## src/rtl/core/tcg_pkg.sv

```systemverilog
// Shared types, constants and the glyph table of the teletext cell generator.
`timescale 1ns / 1ps

package tcg_pkg;

  // Cell geometry.
  localparam int CELL_LINES = 20;
  localparam logic [4:0] LAST_LINE = 5'(CELL_LINES - 1);
  localparam logic [4:0] TEXT_FIRST_LINE = 5'd3;
  localparam logic [4:0] TEXT_LAST_LINE = 5'd16;
  localparam logic [4:0] MOSAIC_FIRST_LINE = 5'd1;
  localparam logic [4:0] MOSAIC_LAST_LINE = 5'd18;
  localparam logic [4:0] MOSAIC_BLOCK_LINES = 5'd6;

  // Row length register.
  localparam logic [6:0] MAX_COLUMNS = 7'd80;
  localparam logic [6:0] COLUMNS_RESET = 7'd40;

  // Character codes.
  localparam logic [6:0] CODE_CTRL_LIMIT = 7'h20;
  localparam logic [6:0] CODE_FG_FIRST = 7'h01;
  localparam logic [6:0] CODE_FG_LAST = 7'h07;
  localparam logic [6:0] CODE_FLASH_ON = 7'h08;
  localparam logic [6:0] CODE_FLASH_OFF = 7'h09;
  localparam logic [6:0] CODE_GFX_FIRST = 7'h11;
  localparam logic [6:0] CODE_GFX_LAST = 7'h17;
  localparam logic [6:0] CODE_CONTIGUOUS = 7'h19;
  localparam logic [6:0] CODE_SEPARATED = 7'h1A;
  localparam logic [6:0] CODE_BLACK_BACK = 7'h1C;
  localparam logic [6:0] CODE_NEW_BACK = 7'h1D;
  localparam logic [6:0] CODE_LOWER_A = 7'h61;
  localparam logic [6:0] CODE_LOWER_Z = 7'h7A;
  localparam logic [6:0] CODE_CASE_FOLD = 7'h20;

  // Flash phase: frame_number / 25, reduced through residues modulo 25.
  localparam int FLASH_PERIOD = 25;
  localparam int FOLD_BITS = 20;
  localparam int RECIP_SHIFT = 20;
  localparam int FLASH_RECIP = (1 << RECIP_SHIFT) / FLASH_PERIOD;

  // Colors.
  localparam logic [2:0] COLOUR_WHITE = 3'd7;
  localparam logic [2:0] COLOUR_BLACK = 3'd0;

  // Depth of the attribute memory: one running attribute set.
  localparam int STATE_DEPTH = 1;
  localparam int STATE_AW = 1;

  // Running attribute set held in the attribute memory.
  typedef struct packed {
    logic [6:0] column_count;
    logic [2:0] fore_attr;
    logic [2:0] back_attr;
    logic       graphics_mode;
    logic       separated_mode;
    logic       flash_mode;
  } attr_state_t;

  localparam attr_state_t ATTR_RESET = '{
    column_count:   7'd0,
    fore_attr:      COLOUR_WHITE,
    back_attr:      COLOUR_BLACK,
    graphics_mode:  1'b0,
    separated_mode: 1'b0,
    flash_mode:     1'b0
  };

  // Everything the line sequencer needs to draw one cell.
  typedef struct packed {
    logic [6:0] code;
    logic       drawn;
    logic       graphics;
    logic       separated;
    logic [2:0] fore;
    logic [2:0] back;
  } cell_desc_t;

  // One 5-pixel row of the 5x7 font; bit 4 is the leftmost pixel.
  function automatic logic [4:0] glyph_row(input logic [6:0] idx, input logic [2:0] row);
    logic [34:0] rows;
    logic [4:0]  bits;
    case (idx)
      7'd1:  rows = {5'd4, 5'd4, 5'd4, 5'd4, 5'd4, 5'd0, 5'd4};
      7'd2:  rows = {5'd10, 5'd10, 5'd20, 5'd0, 5'd0, 5'd0, 5'd0};
      7'd3:  rows = {5'd10, 5'd10, 5'd31, 5'd10, 5'd31, 5'd10, 5'd10};
      7'd4:  rows = {5'd4, 5'd15, 5'd20, 5'd14, 5'd5, 5'd30, 5'd4};
      7'd5:  rows = {5'd17, 5'd2, 5'd4, 5'd8, 5'd16, 5'd17, 5'd0};
      7'd6:  rows = {5'd12, 5'd18, 5'd20, 5'd8, 5'd21, 5'd18, 5'd13};
      7'd7:  rows = {5'd4, 5'd4, 5'd8, 5'd0, 5'd0, 5'd0, 5'd0};
      7'd8:  rows = {5'd2, 5'd4, 5'd8, 5'd8, 5'd8, 5'd4, 5'd2};
      7'd9:  rows = {5'd8, 5'd4, 5'd2, 5'd2, 5'd2, 5'd4, 5'd8};
      7'd10: rows = {5'd0, 5'd17, 5'd10, 5'd31, 5'd10, 5'd17, 5'd0};
      7'd11: rows = {5'd0, 5'd4, 5'd4, 5'd31, 5'd4, 5'd4, 5'd0};
      7'd12: rows = {5'd0, 5'd0, 5'd0, 5'd0, 5'd0, 5'd12, 5'd8};
      7'd13: rows = {5'd0, 5'd0, 5'd0, 5'd31, 5'd0, 5'd0, 5'd0};
      7'd14: rows = {5'd0, 5'd0, 5'd0, 5'd0, 5'd0, 5'd12, 5'd12};
      7'd15: rows = {5'd1, 5'd2, 5'd2, 5'd4, 5'd8, 5'd8, 5'd16};
      7'd16: rows = {5'd14, 5'd17, 5'd19, 5'd21, 5'd25, 5'd17, 5'd14};
      7'd17: rows = {5'd4, 5'd12, 5'd4, 5'd4, 5'd4, 5'd4, 5'd14};
      7'd18: rows = {5'd14, 5'd17, 5'd1, 5'd2, 5'd4, 5'd8, 5'd31};
      7'd19: rows = {5'd30, 5'd1, 5'd1, 5'd14, 5'd1, 5'd1, 5'd30};
      7'd20: rows = {5'd2, 5'd6, 5'd10, 5'd18, 5'd31, 5'd2, 5'd2};
      7'd21: rows = {5'd31, 5'd16, 5'd16, 5'd30, 5'd1, 5'd1, 5'd30};
      7'd22: rows = {5'd14, 5'd16, 5'd16, 5'd30, 5'd17, 5'd17, 5'd14};
      7'd23: rows = {5'd31, 5'd1, 5'd2, 5'd4, 5'd8, 5'd8, 5'd8};
      7'd24: rows = {5'd14, 5'd17, 5'd17, 5'd14, 5'd17, 5'd17, 5'd14};
      7'd25: rows = {5'd14, 5'd17, 5'd17, 5'd15, 5'd1, 5'd1, 5'd14};
      7'd26: rows = {5'd0, 5'd12, 5'd12, 5'd0, 5'd12, 5'd12, 5'd0};
      7'd27: rows = {5'd0, 5'd12, 5'd12, 5'd0, 5'd12, 5'd8, 5'd0};
      7'd28: rows = {5'd2, 5'd4, 5'd8, 5'd16, 5'd8, 5'd4, 5'd2};
      7'd29: rows = {5'd0, 5'd0, 5'd31, 5'd0, 5'd31, 5'd0, 5'd0};
      7'd30: rows = {5'd8, 5'd4, 5'd2, 5'd1, 5'd2, 5'd4, 5'd8};
      7'd31: rows = {5'd14, 5'd17, 5'd1, 5'd2, 5'd4, 5'd0, 5'd4};
      7'd32: rows = {5'd14, 5'd17, 5'd23, 5'd21, 5'd23, 5'd16, 5'd14};
      7'd33: rows = {5'd14, 5'd17, 5'd17, 5'd31, 5'd17, 5'd17, 5'd17};
      7'd34: rows = {5'd30, 5'd17, 5'd17, 5'd30, 5'd17, 5'd17, 5'd30};
      7'd35: rows = {5'd14, 5'd17, 5'd16, 5'd16, 5'd16, 5'd17, 5'd14};
      7'd36: rows = {5'd30, 5'd17, 5'd17, 5'd17, 5'd17, 5'd17, 5'd30};
      7'd37: rows = {5'd31, 5'd16, 5'd16, 5'd30, 5'd16, 5'd16, 5'd31};
      7'd38: rows = {5'd31, 5'd16, 5'd16, 5'd30, 5'd16, 5'd16, 5'd16};
      7'd39: rows = {5'd14, 5'd17, 5'd16, 5'd23, 5'd17, 5'd17, 5'd15};
      7'd40: rows = {5'd17, 5'd17, 5'd17, 5'd31, 5'd17, 5'd17, 5'd17};
      7'd41: rows = {5'd14, 5'd4, 5'd4, 5'd4, 5'd4, 5'd4, 5'd14};
      7'd42: rows = {5'd7, 5'd2, 5'd2, 5'd2, 5'd2, 5'd18, 5'd12};
      7'd43: rows = {5'd17, 5'd18, 5'd20, 5'd24, 5'd20, 5'd18, 5'd17};
      7'd44: rows = {5'd16, 5'd16, 5'd16, 5'd16, 5'd16, 5'd16, 5'd31};
      7'd45: rows = {5'd17, 5'd27, 5'd21, 5'd21, 5'd17, 5'd17, 5'd17};
      7'd46: rows = {5'd17, 5'd25, 5'd21, 5'd19, 5'd17, 5'd17, 5'd17};
      7'd47: rows = {5'd14, 5'd17, 5'd17, 5'd17, 5'd17, 5'd17, 5'd14};
      7'd48: rows = {5'd30, 5'd17, 5'd17, 5'd30, 5'd16, 5'd16, 5'd16};
      7'd49: rows = {5'd14, 5'd17, 5'd17, 5'd17, 5'd21, 5'd18, 5'd13};
      7'd50: rows = {5'd30, 5'd17, 5'd17, 5'd30, 5'd20, 5'd18, 5'd17};
      7'd51: rows = {5'd15, 5'd16, 5'd16, 5'd14, 5'd1, 5'd1, 5'd30};
      7'd52: rows = {5'd31, 5'd4, 5'd4, 5'd4, 5'd4, 5'd4, 5'd4};
      7'd53: rows = {5'd17, 5'd17, 5'd17, 5'd17, 5'd17, 5'd17, 5'd14};
      7'd54: rows = {5'd17, 5'd17, 5'd17, 5'd17, 5'd17, 5'd10, 5'd4};
      7'd55: rows = {5'd17, 5'd17, 5'd17, 5'd21, 5'd21, 5'd21, 5'd10};
      7'd56: rows = {5'd17, 5'd17, 5'd10, 5'd4, 5'd10, 5'd17, 5'd17};
      7'd57: rows = {5'd17, 5'd17, 5'd10, 5'd4, 5'd4, 5'd4, 5'd4};
      7'd58: rows = {5'd31, 5'd1, 5'd2, 5'd4, 5'd8, 5'd16, 5'd31};
      7'd59: rows = {5'd14, 5'd8, 5'd8, 5'd8, 5'd8, 5'd8, 5'd14};
      7'd60: rows = {5'd16, 5'd8, 5'd8, 5'd4, 5'd2, 5'd2, 5'd1};
      7'd61: rows = {5'd14, 5'd2, 5'd2, 5'd2, 5'd2, 5'd2, 5'd14};
      7'd62: rows = {5'd4, 5'd10, 5'd17, 5'd0, 5'd0, 5'd0, 5'd0};
      7'd63: rows = {5'd0, 5'd0, 5'd0, 5'd0, 5'd0, 5'd0, 5'd31};
      7'd64: rows = {5'd8, 5'd4, 5'd2, 5'd0, 5'd0, 5'd0, 5'd0};
      7'd92: rows = {5'd4, 5'd4, 5'd4, 5'd4, 5'd4, 5'd4, 5'd4};
      7'd94: rows = {5'd0, 5'd0, 5'd9, 5'd22, 5'd0, 5'd0, 5'd0};
      default: rows = '0;
    endcase
    case (row)
      3'd0:    bits = rows[34:30];
      3'd1:    bits = rows[29:25];
      3'd2:    bits = rows[24:20];
      3'd3:    bits = rows[19:15];
      3'd4:    bits = rows[14:10];
      3'd5:    bits = rows[9:5];
      3'd6:    bits = rows[4:0];
      default: bits = '0;
    endcase
    return bits;
  endfunction

endpackage

```

## src/rtl/core/tcg_if.sv

```systemverilog
// Valid/ready channel interfaces for the character input and the cell line output.
`timescale 1ns / 1ps

interface tcg_in_if;
  logic        valid;
  logic        ready;
  logic [7:0]  character_byte;
  logic [63:0] frame_number;

  modport source(output valid, output character_byte, output frame_number, input ready);
  modport sink(input valid, input character_byte, input frame_number, output ready);
endinterface

interface tcg_out_if;
  logic        valid;
  logic        ready;
  logic [4:0]  line_in_cell;
  logic [11:0] pixel_mask;
  logic [2:0]  fore_colour;
  logic [2:0]  back_colour;
  logic        last_line;

  modport source(output valid, output line_in_cell, output pixel_mask, output fore_colour,
                 output back_colour, output last_line, input ready);
  modport sink(input valid, input line_in_cell, input pixel_mask, input fore_colour,
               input back_colour, input last_line, output ready);
endinterface

```

## src/rtl/core/tcg_ram.sv

```systemverilog
// Generic single-write, single-read RAM with a registered read port.
`timescale 1ns / 1ps

module tcg_ram #(
  parameter int WIDTH = 8,
  parameter int DEPTH = 2
) (
  input  logic                                       clk,
  input  logic                                       we,
  input  logic [((DEPTH > 1) ? $clog2(DEPTH) : 1)-1:0] waddr,
  input  logic [WIDTH-1:0]                           wdata,
  input  logic                                       re,
  input  logic [((DEPTH > 1) ? $clog2(DEPTH) : 1)-1:0] raddr,
  output logic [WIDTH-1:0]                           rdata
);

  logic [WIDTH-1:0] mem [DEPTH];

  // Write port.
  always_ff @(posedge clk) begin
    if (we) begin
      mem[waddr] <= wdata;
    end
  end

  // Registered read port; the data holds until the next read.
  always_ff @(posedge clk) begin
    if (re) begin
      rdata <= mem[raddr];
    end
  end

endmodule

```

## src/rtl/core/tcg_line_gen.sv

```systemverilog
// Cell line sequencer: draws the 20 pixel lines of one cell, one line per output item.
`timescale 1ns / 1ps

module tcg_line_gen import tcg_pkg::*; (
  input  logic              clk,
  input  logic              rst_n,
  input  cell_desc_t        desc,
  input  logic              desc_valid,
  output logic              desc_take,
  tcg_out_if.source         out_item
);

  cell_desc_t  cur_r;
  logic        cur_valid_r;
  logic [4:0]  line_r;
  logic        out_fire;
  logic        at_last;

  logic [6:0]  folded_code;
  logic [6:0]  glyph_idx;
  logic [4:0]  text_off;
  logic [4:0]  glyph_bits;
  logic [11:0] text_mask;
  logic [4:0]  mos_y;
  logic [4:0]  mos_ry;
  logic [1:0]  block_pair;
  logic        mos_gap;
  logic [11:0] left_block;
  logic [11:0] right_block;
  logic [11:0] mosaic_mask;
  logic [11:0] mask;

  assign at_last   = (line_r == LAST_LINE);
  assign out_fire  = cur_valid_r && out_item.ready;
  assign desc_take = !cur_valid_r || (out_fire && at_last);

  // Cell register and line counter.
  always_ff @(posedge clk) begin
    if (!rst_n) begin
      cur_valid_r <= 1'b0;
      line_r      <= '0;
    end else if (desc_take) begin
      cur_valid_r <= desc_valid;
      line_r      <= '0;
    end else if (out_fire) begin
      line_r <= line_r + 5'd1;
    end
  end

  always_ff @(posedge clk) begin
    if (desc_take) begin
      cur_r <= desc;
    end
  end

  // Text glyph: lower case folds to upper case, each font pixel doubled.
  always_comb begin
    folded_code = cur_r.code;
    if (cur_r.code >= CODE_LOWER_A && cur_r.code <= CODE_LOWER_Z) begin
      folded_code = cur_r.code - CODE_CASE_FOLD;
    end
    glyph_idx  = folded_code - CODE_CTRL_LIMIT;
    text_off   = line_r - TEXT_FIRST_LINE;
    glyph_bits = glyph_row(glyph_idx, text_off[3:1]);
    text_mask  = '0;
    if (line_r >= TEXT_FIRST_LINE && line_r <= TEXT_LAST_LINE) begin
      text_mask = {1'b0, {2{glyph_bits[4]}}, {2{glyph_bits[3]}}, {2{glyph_bits[2]}},
                   {2{glyph_bits[1]}}, {2{glyph_bits[0]}}, 1'b0};
    end
  end

  // Mosaic: three rows of two 6x6 blocks starting on line 1.
  always_comb begin
    mos_y = line_r - MOSAIC_FIRST_LINE;
    if (mos_y < MOSAIC_BLOCK_LINES) begin
      block_pair = cur_r.code[1:0];
      mos_ry     = mos_y;
    end else if (mos_y < 5'(2 * MOSAIC_BLOCK_LINES)) begin
      block_pair = cur_r.code[3:2];
      mos_ry     = mos_y - MOSAIC_BLOCK_LINES;
    end else begin
      block_pair = cur_r.code[5:4];
      mos_ry     = mos_y - 5'(2 * MOSAIC_BLOCK_LINES);
    end
    mos_gap     = cur_r.separated &&
                  (mos_ry == 5'd0 || mos_ry == MOSAIC_BLOCK_LINES - 5'd1);
    left_block  = cur_r.separated ? 12'b0111_1000_0000 : 12'b1111_1100_0000;
    right_block = cur_r.separated ? 12'b0000_0001_1110 : 12'b0000_0011_1111;
    mosaic_mask = '0;
    if (line_r >= MOSAIC_FIRST_LINE && line_r <= MOSAIC_LAST_LINE && !mos_gap) begin
      mosaic_mask = (block_pair[0] ? left_block : 12'b0) |
                    (block_pair[1] ? right_block : 12'b0);
    end
  end

  // Blank for control cells and for flashing cells in their hidden phase.
  always_comb begin
    mask = '0;
    if (cur_r.drawn) begin
      mask = cur_r.graphics ? mosaic_mask : text_mask;
    end
  end

  assign out_item.valid        = cur_valid_r;
  assign out_item.line_in_cell = line_r;
  assign out_item.pixel_mask   = mask;
  assign out_item.fore_colour  = cur_r.fore;
  assign out_item.back_colour  = cur_r.back;
  assign out_item.last_line    = at_last;

endmodule

```

## src/rtl/core/teletext_cell_generator.sv

```systemverilog
// Top level of the teletext cell generator: attribute update, flash phase and line output.
//
//   channel   direction  handshake       payload
//   in_item   input      valid / ready   character_byte[7:0], frame_number[63:0]
//   out_item  output     valid / ready   line_in_cell, pixel_mask, fore_colour,
//                                        back_colour, last_line
//   cfg       input      cfg_we          cfg_wdata[6:0] = columns_per_row
//
// Each character gives 20 output items, one per cycle while the output is ready, and
// the sequencer takes the next character as the last line of a cell leaves. Each character
// passes stages A, B and C and the cell register before its first line. The running
// attributes sit in a one-entry memory, read at accept and written back as stage A moves
// on, with forwarding between neighbors. Up to three characters wait in the pipeline while
// a cell is drawn, and a stalled output holds its line. Reset is synchronous; no clearing pass is needed.
`timescale 1ns / 1ps

module teletext_cell_generator import tcg_pkg::*; (
  input  logic        clk,
  input  logic        rst_n,
  tcg_in_if.sink      in_item,
  tcg_out_if.source   out_item,
  input  logic        cfg_we,
  input  logic [6:0]  cfg_wdata
);

  logic [6:0]  cols_r;
  logic        state_valid_r;
  logic        rd_valid_r;
  logic        fwd_valid_r;
  attr_state_t fwd_data_r;

  logic        in_accept;
  logic        ready_a;
  logic        ready_b;
  logic        ready_c;
  logic        desc_take;

  // Stage A: attribute read-modify-write.
  logic        a_valid_r;
  logic [6:0]  a_code_r;
  logic [21:0] a_sum_r;
  logic        a_f0_r;

  // Stage B: residue multiply.
  logic        b_valid_r;
  cell_desc_t  b_cell_r;
  logic        b_flash_r;
  logic [20:0] b_t_r;
  logic        b_f0_r;

  // Stage C: residue correction, waiting for the line sequencer.
  logic        c_valid_r;
  cell_desc_t  c_cell_r;
  logic        c_flash_r;
  logic [20:0] c_t_r;
  logic [16:0] c_q_r;
  logic        c_f0_r;

  attr_state_t ram_rdata;
  attr_state_t state_cur;
  attr_state_t state_mod;
  attr_state_t state_wdata;
  logic        state_we;
  logic        a_control;
  logic [6:0]  cols_used;
  logic [6:0]  col_next;
  logic        row_end;
  logic [20:0] a_t;
  cell_desc_t  a_cell;
  logic [36:0] b_prod;
  logic [21:0] c_q25;
  logic [21:0] c_rem_wide;
  logic [5:0]  c_rem;
  logic [5:0]  c_rem_fix;
  logic        c_hidden;
  cell_desc_t  c_desc;
  logic [21:0] in_sum;

  // Pipeline flow: a stage takes a new item when empty or when it moves on.
  assign ready_c       = !c_valid_r || desc_take;
  assign ready_b       = !b_valid_r || ready_c;
  assign ready_a       = !a_valid_r || ready_b;
  assign in_item.ready = ready_a;
  assign in_accept     = in_item.valid && ready_a;
  assign state_we      = a_valid_r && ready_b;

  // Residue of frame_number modulo 25: 2^20 is 1 modulo 25, so 20-bit chunks add up.
  assign in_sum = 22'(in_item.frame_number[FOLD_BITS-1:0]) +
                  22'(in_item.frame_number[2*FOLD_BITS-1:FOLD_BITS]) +
                  22'(in_item.frame_number[3*FOLD_BITS-1:2*FOLD_BITS]) +
                  22'(in_item.frame_number[63:3*FOLD_BITS]);

  tcg_ram #(
    .WIDTH ($bits(attr_state_t)),
    .DEPTH (STATE_DEPTH)
  ) u_attr_ram (
    .clk   (clk),
    .we    (state_we),
    .waddr (STATE_AW'(0)),
    .wdata (state_wdata),
    .re    (in_accept),
    .raddr (STATE_AW'(0)),
    .rdata (ram_rdata)
  );

  // Current attributes: forwarded write, memory, or reset value before the first write.
  always_comb begin
    if (fwd_valid_r) begin
      state_cur = fwd_data_r;
    end else if (rd_valid_r) begin
      state_cur = ram_rdata;
    end else begin
      state_cur = ATTR_RESET;
    end
  end

  // Control code decode.
  assign a_control = (a_code_r < CODE_CTRL_LIMIT);

  always_comb begin
    state_mod = state_cur;
    if (a_control) begin
      case (a_code_r) inside
        [CODE_FG_FIRST:CODE_FG_LAST]: begin
          state_mod.fore_attr     = a_code_r[2:0];
          state_mod.graphics_mode = 1'b0;
        end
        [CODE_GFX_FIRST:CODE_GFX_LAST]: begin
          state_mod.fore_attr     = a_code_r[2:0];
          state_mod.graphics_mode = 1'b1;
        end
        CODE_FLASH_ON:   state_mod.flash_mode     = 1'b1;
        CODE_FLASH_OFF:  state_mod.flash_mode     = 1'b0;
        CODE_CONTIGUOUS: state_mod.separated_mode = 1'b0;
        CODE_SEPARATED:  state_mod.separated_mode = 1'b1;
        CODE_BLACK_BACK: state_mod.back_attr      = COLOUR_BLACK;
        CODE_NEW_BACK:   state_mod.back_attr      = state_cur.fore_attr;
        default: ;
      endcase
    end
  end

  // Column count and row end, against the clamped row length.
  always_comb begin
    if (cols_r == 7'd0) begin
      cols_used = 7'd1;
    end else if (cols_r > MAX_COLUMNS) begin
      cols_used = MAX_COLUMNS;
    end else begin
      cols_used = cols_r;
    end
    col_next = state_cur.column_count + 7'd1;
    row_end  = (col_next >= cols_used) || (col_next == 7'd0);
    if (row_end) begin
      state_wdata = ATTR_RESET;
    end else begin
      state_wdata              = state_mod;
      state_wdata.column_count = col_next;
    end
  end

  // Cell fields as drawn, taken after the control code and before the row reset.
  always_comb begin
    a_cell.code      = a_code_r;
    a_cell.drawn     = !a_control;
    a_cell.graphics  = state_mod.graphics_mode;
    a_cell.separated = state_mod.separated_mode;
    a_cell.fore      = a_control ? COLOUR_BLACK : state_mod.fore_attr;
    a_cell.back      = a_control ? COLOUR_BLACK : state_mod.back_attr;
  end

  assign a_t = 21'(a_sum_r[FOLD_BITS-1:0]) + 21'(a_sum_r[21:FOLD_BITS]);

  // Quotient estimate of t / 25, low by at most one.
  assign b_prod = 37'(b_t_r) * 37'(FLASH_RECIP);

  // Remainder with one correction; frame / 25 is odd when its parity differs from bit 0.
  always_comb begin
    c_q25      = 22'(c_q_r) * 22'(FLASH_PERIOD);
    c_rem_wide = 22'(c_t_r) - c_q25;
    c_rem      = c_rem_wide[5:0];
    c_rem_fix  = (c_rem >= 6'(FLASH_PERIOD)) ? c_rem - 6'(FLASH_PERIOD) : c_rem;
    c_hidden   = c_flash_r && (c_rem_fix[0] ^ c_f0_r);
    c_desc       = c_cell_r;
    c_desc.drawn = c_cell_r.drawn && !c_hidden;
  end

  // Control state.
  always_ff @(posedge clk) begin
    if (!rst_n) begin
      cols_r        <= COLUMNS_RESET;
      state_valid_r <= 1'b0;
      rd_valid_r    <= 1'b0;
      fwd_valid_r   <= 1'b0;
      a_valid_r     <= 1'b0;
      b_valid_r     <= 1'b0;
      c_valid_r     <= 1'b0;
    end else begin
      if (cfg_we) begin
        cols_r <= cfg_wdata;
      end
      if (state_we) begin
        state_valid_r <= 1'b1;
      end
      if (in_accept) begin
        rd_valid_r  <= state_valid_r;
        fwd_valid_r <= state_we;
      end
      if (ready_a) begin
        a_valid_r <= in_item.valid;
      end
      if (ready_b) begin
        b_valid_r <= a_valid_r;
      end
      if (ready_c) begin
        c_valid_r <= b_valid_r;
      end
    end
  end

  // Pipeline payload.
  always_ff @(posedge clk) begin
    if (in_accept) begin
      a_code_r   <= in_item.character_byte[6:0];
      a_sum_r    <= in_sum;
      a_f0_r     <= in_item.frame_number[0];
      fwd_data_r <= state_wdata;
    end
    if (ready_b) begin
      b_cell_r  <= a_cell;
      b_flash_r <= state_mod.flash_mode;
      b_t_r     <= a_t;
      b_f0_r    <= a_f0_r;
    end
    if (ready_c) begin
      c_cell_r  <= b_cell_r;
      c_flash_r <= b_flash_r;
      c_t_r     <= b_t_r;
      c_q_r     <= b_prod[36:RECIP_SHIFT];
      c_f0_r    <= b_f0_r;
    end
  end

  tcg_line_gen u_line_gen (
    .clk        (clk),
    .rst_n      (rst_n),
    .desc       (c_desc),
    .desc_valid (c_valid_r),
    .desc_take  (desc_take),
    .out_item   (out_item)
  );

endmodule

```

## src/flat_wrapper.sv

```systemverilog
// flat-port wrapper written by rule: the top's interface ports become plain ports
module teletext_cell_generator_flat import tcg_pkg::*;
  (clk, rst_n, cfg_we, cfg_wdata, in_item_valid, in_item_character_byte, in_item_frame_number, in_item_ready, out_item_valid, out_item_line_in_cell, out_item_pixel_mask, out_item_fore_colour, out_item_back_colour, out_item_last_line, out_item_ready);
  tcg_in_if in_item_i ();
  tcg_out_if out_item_i ();
  input  logic clk;
  input  logic rst_n;
  input  logic cfg_we;
  input  logic [6:0] cfg_wdata;
  input wire logic [$bits(in_item_i.valid)-1:0] in_item_valid;
  input wire logic [$bits(in_item_i.character_byte)-1:0] in_item_character_byte;
  input wire logic [$bits(in_item_i.frame_number)-1:0] in_item_frame_number;
  output wire logic [$bits(in_item_i.ready)-1:0] in_item_ready;
  output wire logic [$bits(out_item_i.valid)-1:0] out_item_valid;
  output wire logic [$bits(out_item_i.line_in_cell)-1:0] out_item_line_in_cell;
  output wire logic [$bits(out_item_i.pixel_mask)-1:0] out_item_pixel_mask;
  output wire logic [$bits(out_item_i.fore_colour)-1:0] out_item_fore_colour;
  output wire logic [$bits(out_item_i.back_colour)-1:0] out_item_back_colour;
  output wire logic [$bits(out_item_i.last_line)-1:0] out_item_last_line;
  input wire logic [$bits(out_item_i.ready)-1:0] out_item_ready;
  assign in_item_i.valid = in_item_valid;
  assign in_item_i.character_byte = in_item_character_byte;
  assign in_item_i.frame_number = in_item_frame_number;
  assign in_item_ready = in_item_i.ready;
  assign out_item_valid = out_item_i.valid;
  assign out_item_line_in_cell = out_item_i.line_in_cell;
  assign out_item_pixel_mask = out_item_i.pixel_mask;
  assign out_item_fore_colour = out_item_i.fore_colour;
  assign out_item_back_colour = out_item_i.back_colour;
  assign out_item_last_line = out_item_i.last_line;
  assign out_item_i.ready = out_item_ready;
  teletext_cell_generator u_core (.clk(clk), .rst_n(rst_n), .in_item(in_item_i), .out_item(out_item_i), .cfg_we(cfg_we), .cfg_wdata(cfg_wdata));
endmodule
```

## config.mk

```make
export PLATFORM = sky130hd
export DESIGN_NAME = teletext_cell_generator_flat
export DESIGN_NICKNAME = d
export VERILOG_FILES = /design/src/rtl/core/tcg_pkg.sv /design/src/rtl/core/tcg_if.sv /design/src/rtl/core/tcg_ram.sv /design/src/rtl/core/tcg_line_gen.sv /design/src/rtl/core/teletext_cell_generator.sv /design/src/flat_wrapper.sv
export SDC_FILE = /design/constraint.sdc
export NUM_CORES = 1
export LEC_CHECK = 0
export BUFFER_PORTS_ARGS = -buffer_cell sky130_fd_sc_hd__buf_2
export CORE_MARGIN = 10
export CORE_UTILIZATION = 60
export CTS_BUF_LIST = sky130_fd_sc_hd__clkbuf_16
export DETAILED_ROUTE_END_ITERATION = 10
export PLACE_DENSITY = 0.85
export REMOVE_ABC_BUFFERS = 1
export SYNTH_ARGS = -nofsm -noshare
export SYNTH_HDL_FRONTEND = slang
export SYNTH_HIERARCHICAL = 1
export SYNTH_MEMORY_MAX_BITS = 65536
export SYNTH_SLANG_ARGS = --single-unit
```

## constraint.sdc

```tcl
create_clock -name clk -period 8 [get_ports clk]
set_input_delay 0.4 -clock clk [delete_from_list [all_inputs] [get_ports clk]]
set_output_delay 0.4 -clock clk [all_outputs]
set_load 0.02 [all_outputs]
```

# Word-level counts from Yosys, hierarchy flattened
# Memory sizes are Yosys's and may differ from the RTL's. A register that Yosys moved wholly into a read port is not among the register bits.
# Cells that the tools add are included.
[word_totals]
ff_bits = 161
romBits = 4480
mem_count = 2
ram_bits = 16
latchBits = 0
wordCells = 170
[mem_list]
columns = ["memory", "depth", "width", "read_ports", "rd_clocked_by_memory_dff", "write_ports", "line_no", "source"]
rows = [
  ["(no name shown)", 128, 35, 1, 0, 0, "tcg_pkg.sv:82", "case (idx)"],
  ["u_core.u_attr_ram.mem", 1, 16, 1, 1, 1, "tcg_ram.sv:17", "logic [WIDTH-1:0] mem [DEPTH];"],
]
[classes]
n_addsub = 14
n_reduce_logical = 31
mul = 2
mux = 45
n_eq_ne = 14
bitwise = 3
div = 0
n_lt_le_gt_ge = 16
shifts = 0
[ops]
columns = ["op", "count"]
rows = [
  ["$mux W12", 5],
  ["$mux W16", 3],
  ["$mul A21 B16 Y37 const B", 1],
  ["$pmux W5 S7", 1],
  ["$mux W3", 10],
  ["$eq A7 B5 Y1 const B", 4],
  ["$add A22 B20 Y22", 1],
  ["$add A22 B4 Y22", 1],
  ["$add A20 B2 Y21", 1],
  ["$add A20 B20 Y21", 1],
  ["$mux W7", 3],
  ["$mul A17 B5 Y6 const B", 1],
  ["$mux W1", 15],
  ["$eq A7 B4 Y1 const B", 2],
  ["$logic_not A7 Y1", 2],
  ["$sub A7 B6 Y7 const B", 2],
  ["$logic_and A1 B1 Y1", 13],
  ["$mux W6", 2],
  ["$or A12 B6 Y12", 1],
  ["$mux W11", 1],
  ["$le A5 B5 Y1 const B", 2],
  ["$mux W5", 2],
  ["$eq A3 B3 Y1 const B", 3],
  ["$mux W9", 1],
  ["other kinds (34)", 47],
]

# Logic depth before layout (Yosys ltp)
# Gate-level depths: netlist of the first run.
[logic_depth]
ltp_word = 12
depth_mapped = 20

# Cells and area by module
# The synthesis of the first run kept the hierarchy.
[modules_own_cells]
columns = ["mod", "area_per_inst_um2", "cells_each", "instances"]
rows = [
  ["teletext_cell_generator", 12376.9, 1100, 1],
  ["tcg_line_gen", 4678.2, 685, 1],
  ["tcg_ram", 960.9, 32, 1],
]

# Worst setup path before layout of the first run
# Ideal clock, no wire load.
[synth_path]
path_type = "reg-to-reg"
startpoint = "register u_core.u_line_gen.line_r[0], in the netlist u_core/u_line_gen/out_item.line_in_cell[0]"
endpoint = "register u_core.rd_valid_r"
arrival_ps = 5817
path_stages_with_launch = 10
required_time_ps = 7872
setup_time_ps = 128
slack_ps = 2055
path_cell_list = "dfxtp_1 ha_1 clkbuf_1 and3_1 a21boi_0 inv_1 nor2b_1 a31oi_1 mux2i_1 nor2b_1"
[synth_via]
elab_chain_len = 7
[synth_rtl]
columns = ["item", "line_no", "source"]
rows = [
  ["from (decl)", "tcg_line_gen.sv:15", "logic [4:0] line_r;"],
  ["from (signal assigned)", "tcg_line_gen.sv:46", "line_r <= line_r + 5'd1;"],
  ["$eq A5 B5 Y1", "tcg_line_gen.sv:33", "assign at_last = (line_r == LAST_LINE);"],
  ["named net out_item_last_line", "flat_wrapper.sv:19", "output wire logic [$bits(out_item_i.last_line)-1:0] out_item_last_line;"],
  ["$logic_and A1 B1 Y1", "tcg_line_gen.sv:35", "assign desc_take = !cur_valid_r || (out_fire && at_last);"],
  ["$logic_or A1 B1 Y1", "tcg_line_gen.sv:35", ""],
  ["named net u_core.desc_take", "teletext_cell_generator.sv:36", "logic desc_take;"],
  ["$logic_or A1 B1 Y1", "teletext_cell_generator.sv:80", "assign ready_c = !c_valid_r || desc_take;"],
  ["$logic_or A1 B1 Y1", "teletext_cell_generator.sv:81", "assign ready_b = !b_valid_r || ready_c;"],
  ["$logic_or A1 B1 Y1", "teletext_cell_generator.sv:82", "assign ready_a = !a_valid_r || ready_b;"],
  ["$logic_and A1 B1 Y1", "teletext_cell_generator.sv:84", "assign in_accept = in_item.valid && ready_a;"],
  ["named net u_core.in_accept", "teletext_cell_generator.sv:32", "logic in_accept;"],
  ["to (signal assigned)", "teletext_cell_generator.sv:206", "rd_valid_r <= state_valid_r;"],
  ["to (decl)", "teletext_cell_generator.sv:28", "logic rd_valid_r;"],
]
# The timed path passes the listed nets, and every way through them passes these cells.
# A chain may end at the register's enable or synchronous reset.

# Worst setup path after layout of the first run
[layout_path]
startpoint = "register u_core.b_t_r[15]"
endpoint = "register u_core.c_q_r[5], data pin"
[layout_via]
elab_chain_len = 1
[layout_rtl]
columns = ["item", "line_no", "source"]
rows = [
  ["from (decl)", "teletext_cell_generator.sv:48", "logic [20:0] b_t_r;"],
  ["from (signal assigned)", "teletext_cell_generator.sv:232", "b_t_r <= a_t;"],
  ["$mul A21 B16 Y37", "teletext_cell_generator.sv:175", "assign b_prod = 37'(b_t_r) * 37'(FLASH_RECIP);"],
  ["named net u_core.b_prod[25]", "teletext_cell_generator.sv:70", "logic [36:0] b_prod;"],
  ["to (signal assigned)", "teletext_cell_generator.sv:239", "c_q_r <= b_prod[36:RECIP_SHIFT];"],
  ["to (decl)", "teletext_cell_generator.sv:56", "logic [16:0] c_q_r;"],
]
# The timed path passes the listed nets, and every way through them passes these cells.

==> flow_metrics.py, run 1 <==
metrics = {
    "logic_synthesis": {
        "syn-cell-area_sq_um": 18010,
        "synth_area_per_cell_sq_um": 9.919,
        "synthCells": 1816,
        "ys_warn_count": 6,
    },
    "sta": {
        "rsz0062_at_grt": "no",
        "min_period_ns": 6.154,
        "max_freq_mhz": 162.5,
        "period_share_pct": 76.93,
        "final_hold_viol_count": 0,
        "setup_viol": 0,
        "relSlewSlack_pct": 28.06,
        "setup_tns_ns": 0,
        "drv_slew": 0,
        "final.setup_skew_ns": 0.009158,
        "worst_slew_pin_slew_ns": 1.078,
    },
    "finish": {
        "drive_gt1_share_pct": 10.83,
        "nFillCells": 2215,
        "nets": 2315,
        "design_area_sq_um": 19380,
        "antenna_cells": 0,
        "syn_to_final_growth_pct": 7.592,
    },
    "setup_path": {
        "crit_slowest_cell": "edfxtp_1",
        "critical_path.top_delay_family": "adder cells",
        "crit_path_max_incr_delay_ns": 0.62,
        "critPathBufInv": 4,
        "startpoint_type": "flip-flop",
        "crit_top_cell": "fa_1",
        "path_cells": "ha_1 -> inv_1 -> fa_1 -> inv_1 -> fa_1 -> fa_1 -> fa_1 -> inv_1 -> fa_1 -> inv_1 -> ha_1 -> and2_4 -> a311o_1 -> o21ai_1 -> o211ai_1 -> or3b_1 -> a31oi_1 -> xnor2_1",
        "arrival_ns": 6.32,
        "worstPathMaxFanout": 8,
        "crit_required_ns": 8.16,
        "end_kind": "flip-flop",
        "criticalPathCategory": "flip-flop to flip-flop",
    },
    "global_route": {
        "grt_use_total_pct": 25.20,
        "overflow": 0,
        "grt_max_degree": 85,
        "grt_pass1_wl_um": 77740,
        "grt_pass1_vias": 14892,
        "antenna_found_initial": 0,
    },
    "clock_network": {
        "clkSlewWorstSetupHoldPaths_ns": 0.07,
        "holdBufCountCts": 0,
        "numCtsBuffers": 17,
        "cts.path.max_buffers": 2,
        "cts_tree": "done",
        "cts_sinks": 182,
        "post-cts-setup-buffers": 0,
        "h-tree-depth": 4,
        "ctsResizeCount": 0,
        "clk_latency_ns": 0.42,
        "cts-root-buf": "clkbuf_16",
    },
    "worst_hold_path": {
        "min_path_type": "input pin to flip-flop",
    },
    "place": {
        "io_buffer_count": 108,
        "gp_congestion": 0.9909,
        "dpl_cell_area_sq_um": 18770,
        "hpwl_um": 36150,
    },
    "floorplanning": {
        "die_w_um": 193.3,
        "start_util_pct": 60.77,
        "io_pins": 110,
        "die_h_um": 193.3,
        "die-area_sq_um": 37350,
        "rows": 63,
        "core_area_sq_um": 29640,
    },
    "routing": {
        "detail-route-antenna-nets": 0,
        "vias": 14065,
        "drc": 0,
        "drtIter0Drc": 1260,
        "postRouteWirelength_um": 48020,
        "dr.pass1.iters": 6,
        "via_per_inst": 6.161,
        "wl_per_cell_um": 21.03,
    },
    "run": {
        "maxCapViolCount": 0,
    },
    "run_status": {
        "status": "finished, final reports clean",
    },
}
## layout make-up
type	instances	area (sq um)	area share, %
clock buffer	18	450.4	2.324
inverter	280	1051	5.423
tap	390	488.0	2.518
clock inverter	14	158.9	0.8199
multi-input combinational	1279	11330	58.44
timing repair buffer	120	630.6	3.254
sequential	182	5275	27.22
## routing by layer
layer,vias up,GRT usage [%],part of all wire (%)
met3,122,3.838,7.4
met4,0,10.90,4.2
met1,6815,30.80,40
met2,696,43.27,49
met5,-,0,0
li1,6432,-,-
## worst reg2reg max path: cells and delay by family, from the launching register on
family                   cells  cell delay, ns
AO/OA/AOI/OAI                4            0.98
adder cells (fa/ha/maj)      7            3.38
buffers and inverters        4            0.22
AND/OR/NAND/NOR              2            0.62
flip-flops                   1            0.62
XOR/XNOR                     1            0.09
## flip-flops by register name, indices dropped and copies added (netlist names), 3 cells and up
| name | count |
|---|---|
| u_core/c_cell_r | 16 |
| u_core/cols_r | 7 |
| u_core/fwd_data_r | 16 |
| u_core/c_t_r | 6 |
| u_core/b_cell_r | 16 |
| u_core/u_line_gen/out_item.fore_colour | 3 |
| u_core/c_q_r | 6 |
| u_core/u_line_gen/out_item.back_colour | 3 |
| u_core/u_attr_ram/rdata | 16 |
| u_core/a_sum_r | 22 |
| u_core/b_t_r | 21 |
| u_core/u_attr_ram/mem | 16 |
| u_core/u_line_gen/out_item.line_in_cell | 5 |
| u_core/a_code_r | 7 |
| u_core/u_line_gen/cur_r | 10 |
## placed cells by master (no fill, tap or decap), types with 60 or more instances in the layout
cell type	instances
inv_1	279
a21oi_1	102
buf_2	108
edfxtp_1	163
nand2_1	109
o21ai_0	80
nor2_1	93
fa_1	145
ha_1	206
nand3_1	60
## path summary, 6_finish.rpt
kind	endpoint	cells after the start	slack (ns)	startpoint
worst max register to register	u_core/c_q_r[5]	18	1.85	u_core/b_t_r[15]
worst max-delay path	u_core/c_q_r[5]	18	1.85	u_core/b_t_r[15]
worst min register to register	u_core/c_cell_r[9]	0	0.42	u_core/b_cell_r[9]
worst min-delay path	u_core/a_code_r[0]	1	0.16	in_item_character_byte[0]
## per-stage QoR
stage / setup WS, ns / std cells / hold WS, ns / util (%)
final: 1.846 / 2283 / 0.1565 / 65.39
after global placement: 2.058 / 2251 / 0.4005 / 63.33
after detailed placement: 1.900 / 2251 / 0.4045 / 63.33
after CTS: 1.876 / 2283 / 0.1368 / 65.39
after global routing: 1.570 / 2283 / 0.1318 / 65.39
after floorplan: 1.979 / 1741 / 0.4003 / -
Power of run 1 is not shown: default switching activity piles up to over one toggle a cycle in this logic, so the estimate is an artifact.
==> inputs of run 2 (changes only) <==
--- a/config.mk
+++ b/config.mk
@@ -7,10 +7,10 @@
 export LEC_CHECK = 0
 export BUFFER_PORTS_ARGS = -buffer_cell sky130_fd_sc_hd__buf_2
 export CORE_MARGIN = 10
-export CORE_UTILIZATION = 60
+export CORE_UTILIZATION = 57
 export CTS_BUF_LIST = sky130_fd_sc_hd__clkbuf_16
 export DETAILED_ROUTE_END_ITERATION = 10
-export PLACE_DENSITY = 0.85
+export PLACE_DENSITY = 0.84
 export REMOVE_ABC_BUFFERS = 1
 export SYNTH_ARGS = -nofsm -noshare
 export SYNTH_HDL_FRONTEND = slang
==> constraint.sdc (replaced) <==
create_clock -name clk -period 5.5 [get_ports clk]
set_input_delay 0.275 -clock clk [delete_from_list [all_inputs] [get_ports clk]]
set_output_delay 0.275 -clock clk [all_outputs]
set_load 0.02 [all_outputs]
==> flow_metrics.py, run 2 (same netlist as run 1, synthesis figures left out) <==
metrics = {
    "routing": {
        "vias": 14748,
        "wl_per_cell_um": 22.75,
        "dr.pass1.iters": 7,
        "postRouteWirelength_um": 53890,
        "detail-route-antenna-nets": 0,
        "drc": 0,
        "via_per_inst": 6.225,
        "drtIter0Drc": 1579,
    },
    "setup_path": {
        "timing.rr.end": "u_core/c_q_r[5]",
        "criticalPathCategory": "flip-flop to flip-flop",
        "rr_worst_depth": 19,
        "crit_top_cell": "fa_1",
        "startpoint_type": "flip-flop",
        "crit_slowest_cell": "fa_1",
        "reg2reg_from": "u_core/b_t_r[10]",
        "worstPathMaxFanout": 4,
        "path_cells": "buf_6 -> fa_1 -> ha_4 -> inv_2 -> fa_1 -> inv_2 -> fa_1 -> fa_1 -> inv_1 -> fa_1 -> inv_2 -> ha_4 -> a21o_1 -> a311o_1 -> o21ai_1 -> o211ai_1 -> or3b_4 -> a31oi_4 -> xnor2_1",
        "crit_required_ns": 5.66,
        "arrival_ns": 6.08,
        "regToRegSetupSlack_ns": -0.43,
        "end_kind": "flip-flop",
        "crit_path_max_incr_delay_ns": 0.56,
    },
    "finish": {
        "syn_to_final_growth_pct": 12.29,
        "regMostFlops": "u_core/a_sum_r",
        "antenna_cells": 0,
        "nFillCells": 2318,
        "drive_gt1_share_pct": 16.37,
        "final_util_pct": 64.43,
        "final_common_cell": "inv_1",
        "multiInputGateArea_sq_um": 11590,
        "reg.largest.list": "u_core/a_sum_r (22), u_core/b_t_r (21)",
        "regArea_sq_um": 5275,
        "final_cell_mix": "inv_1, ha_1, edfxtp_1",
        "nets": 2389,
        "largest_reg_flops": 22,
    },
    "clock_network": {
        "numCtsBuffers": 17,
        "cts_sinks": 182,
        "clkSlewWorstSetupHoldPaths_ns": 0.07,
        "cts_tree": "done",
        "cts-root-buf": "clkbuf_16",
        "cts.path.max_buffers": 2,
        "clk_latency_ns": 0.43,
        "h-tree-depth": 4,
    },
    "worst_hold_path": {
        "min_path_type": "input pin to flip-flop",
        "hold_start": "in_item_character_byte[3]",
        "holdPathEnd": "u_core/a_code_r[3]",
        "holdPathStages": 1,
    },
    "sta": {
        "rsz0062_at_grt": "yes",
        "worst_slew_pin_slew_ns": 1.172,
        "max_freq_mhz": 168.8,
        "layout_setup_ws_ns": -0.4253,
        "setup_tns_ns": -1.240,
        "relSlewSlack_pct": 21.76,
        "min_period_ns": 5.925,
        "drv_slew": 0,
        "final_hold_viol_count": 0,
        "period_share_pct": 107.7,
        "final.setup_skew_ns": 0.01507,
        "setup_viol": 6,
    },
    "run": {
        "maxCapViolCount": 0,
    },
    "place": {
        "io_buffer_count": 108,
        "hpwl_um": 38200,
        "gp_congestion": 1.022,
    },
    "floorplanning": {
        "rows": 65,
        "start_util_pct": 57.38,
        "die_h_um": 197.8,
        "die_w_um": 197.8,
        "core_area_sq_um": 31390,
        "io_pins": 110,
        "die-area_sq_um": 39110,
    },
    "global_route": {
        "met1_usage_pct": 31.89,
        "grt_max_degree": 70,
        "antenna_found_initial": 0,
        "overflow": 0,
        "grt_pass1_vias": 15263,
        "grt_use_met3_pct": 4.770,
        "use_met2_pct": 44.41,
        "grt.busiest_layer": "met2",
        "grt_use_total_pct": 26.47,
        "grt_pass1_wl_um": 81510,
    },
    "run_status": {
        "status": "finished with violations",
        "violations": "negative setup slack",
    },
}
==> run 2: changes by cell type in the layout (fill, tap and decap cells not counted), sizes merged <==
cell / before / now
buf: 120 / 194
bufinv: 1 / 0
clkbuf: 18 / 17
clkinv: 6 / 8
clkinvlp: 2 / 0
inv: 285 / 287
==> run 2: final cells by class <==
type,instances,area share [%]
multi-input cells,1279,57.32
flip-flops and latches,182,26.08
repair buffers,194,6.013
inverters,280,5.196
well taps,402,2.487
clock buffers,17,2.103
clock inverters,15,0.8042
==> run 2: worst max-delay path: cells and delay by family, from the launching register on <==
family,cells,cell delay [ns]
buffers and inverters,5,0.40
AND/OR/NAND/NOR,1,0.47
AO/OA/AOI/OAI,5,1.10
flip-flops,1,0.50
XOR/XNOR,1,0.10
adder cells (fa/ha/maj),7,3.08
==> run 2: timing repair <==
item                                    4_1_cts  5_1_grt
hold buffers                                  0        0
buffers inserted                              7       14
pin swaps                                    36       25
gates resized for setup                      32       27
endpoints found under the setup margin        4        6
==> run 2: worst max-delay path by stage <==
stage | startpoint | endpoint | cells after the start
6_report | u_core/b_t_r[10] | u_core/c_q_r[5] | 19
5_1_grt | u_core/b_t_r[10] | u_core/c_q_r[5] | 19
4_1_cts | u_core/b_t_r[10] | u_core/c_q_r[5] | 17
3_5_place_dp | u_core/b_t_r[11] | u_core/c_q_r[5] | 18
3_3_place_gp | u_core/b_t_r[10] | u_core/c_q_r[5] | 19
2_1_floorplan | u_core/u_line_gen/out_item.line_in_cell[0] | u_core/rd_valid_r | 8
==> run 2: per-stage QoR <==
stage | cells | hold slack (ns) | cell area [sq um] | worst slack (ns)
floorplan | 1741 | 0.3369 | 17640 | -0.5205
global placement | 2316 | 0.4008 | 19180 | -0.06638
detailed placement | 2316 | 0.4045 | 19180 | -0.3214
CTS | 2355 | 0.008515 | 19970 | -0.06658
global route | 2369 | 0.003984 | 20230 | -0.5036
finish | 2369 | 0.01981 | 20230 | -0.4253
==> run 2: metal layers <==
layer / up-vias / share of wire, %
met5: - / 0
met4: 0 / 6.4
met3: 236 / 8.2
met1: 7035 / 38
met2: 879 / 48
li1: 6598 / -
Power of run 2 is left out for the same reason.
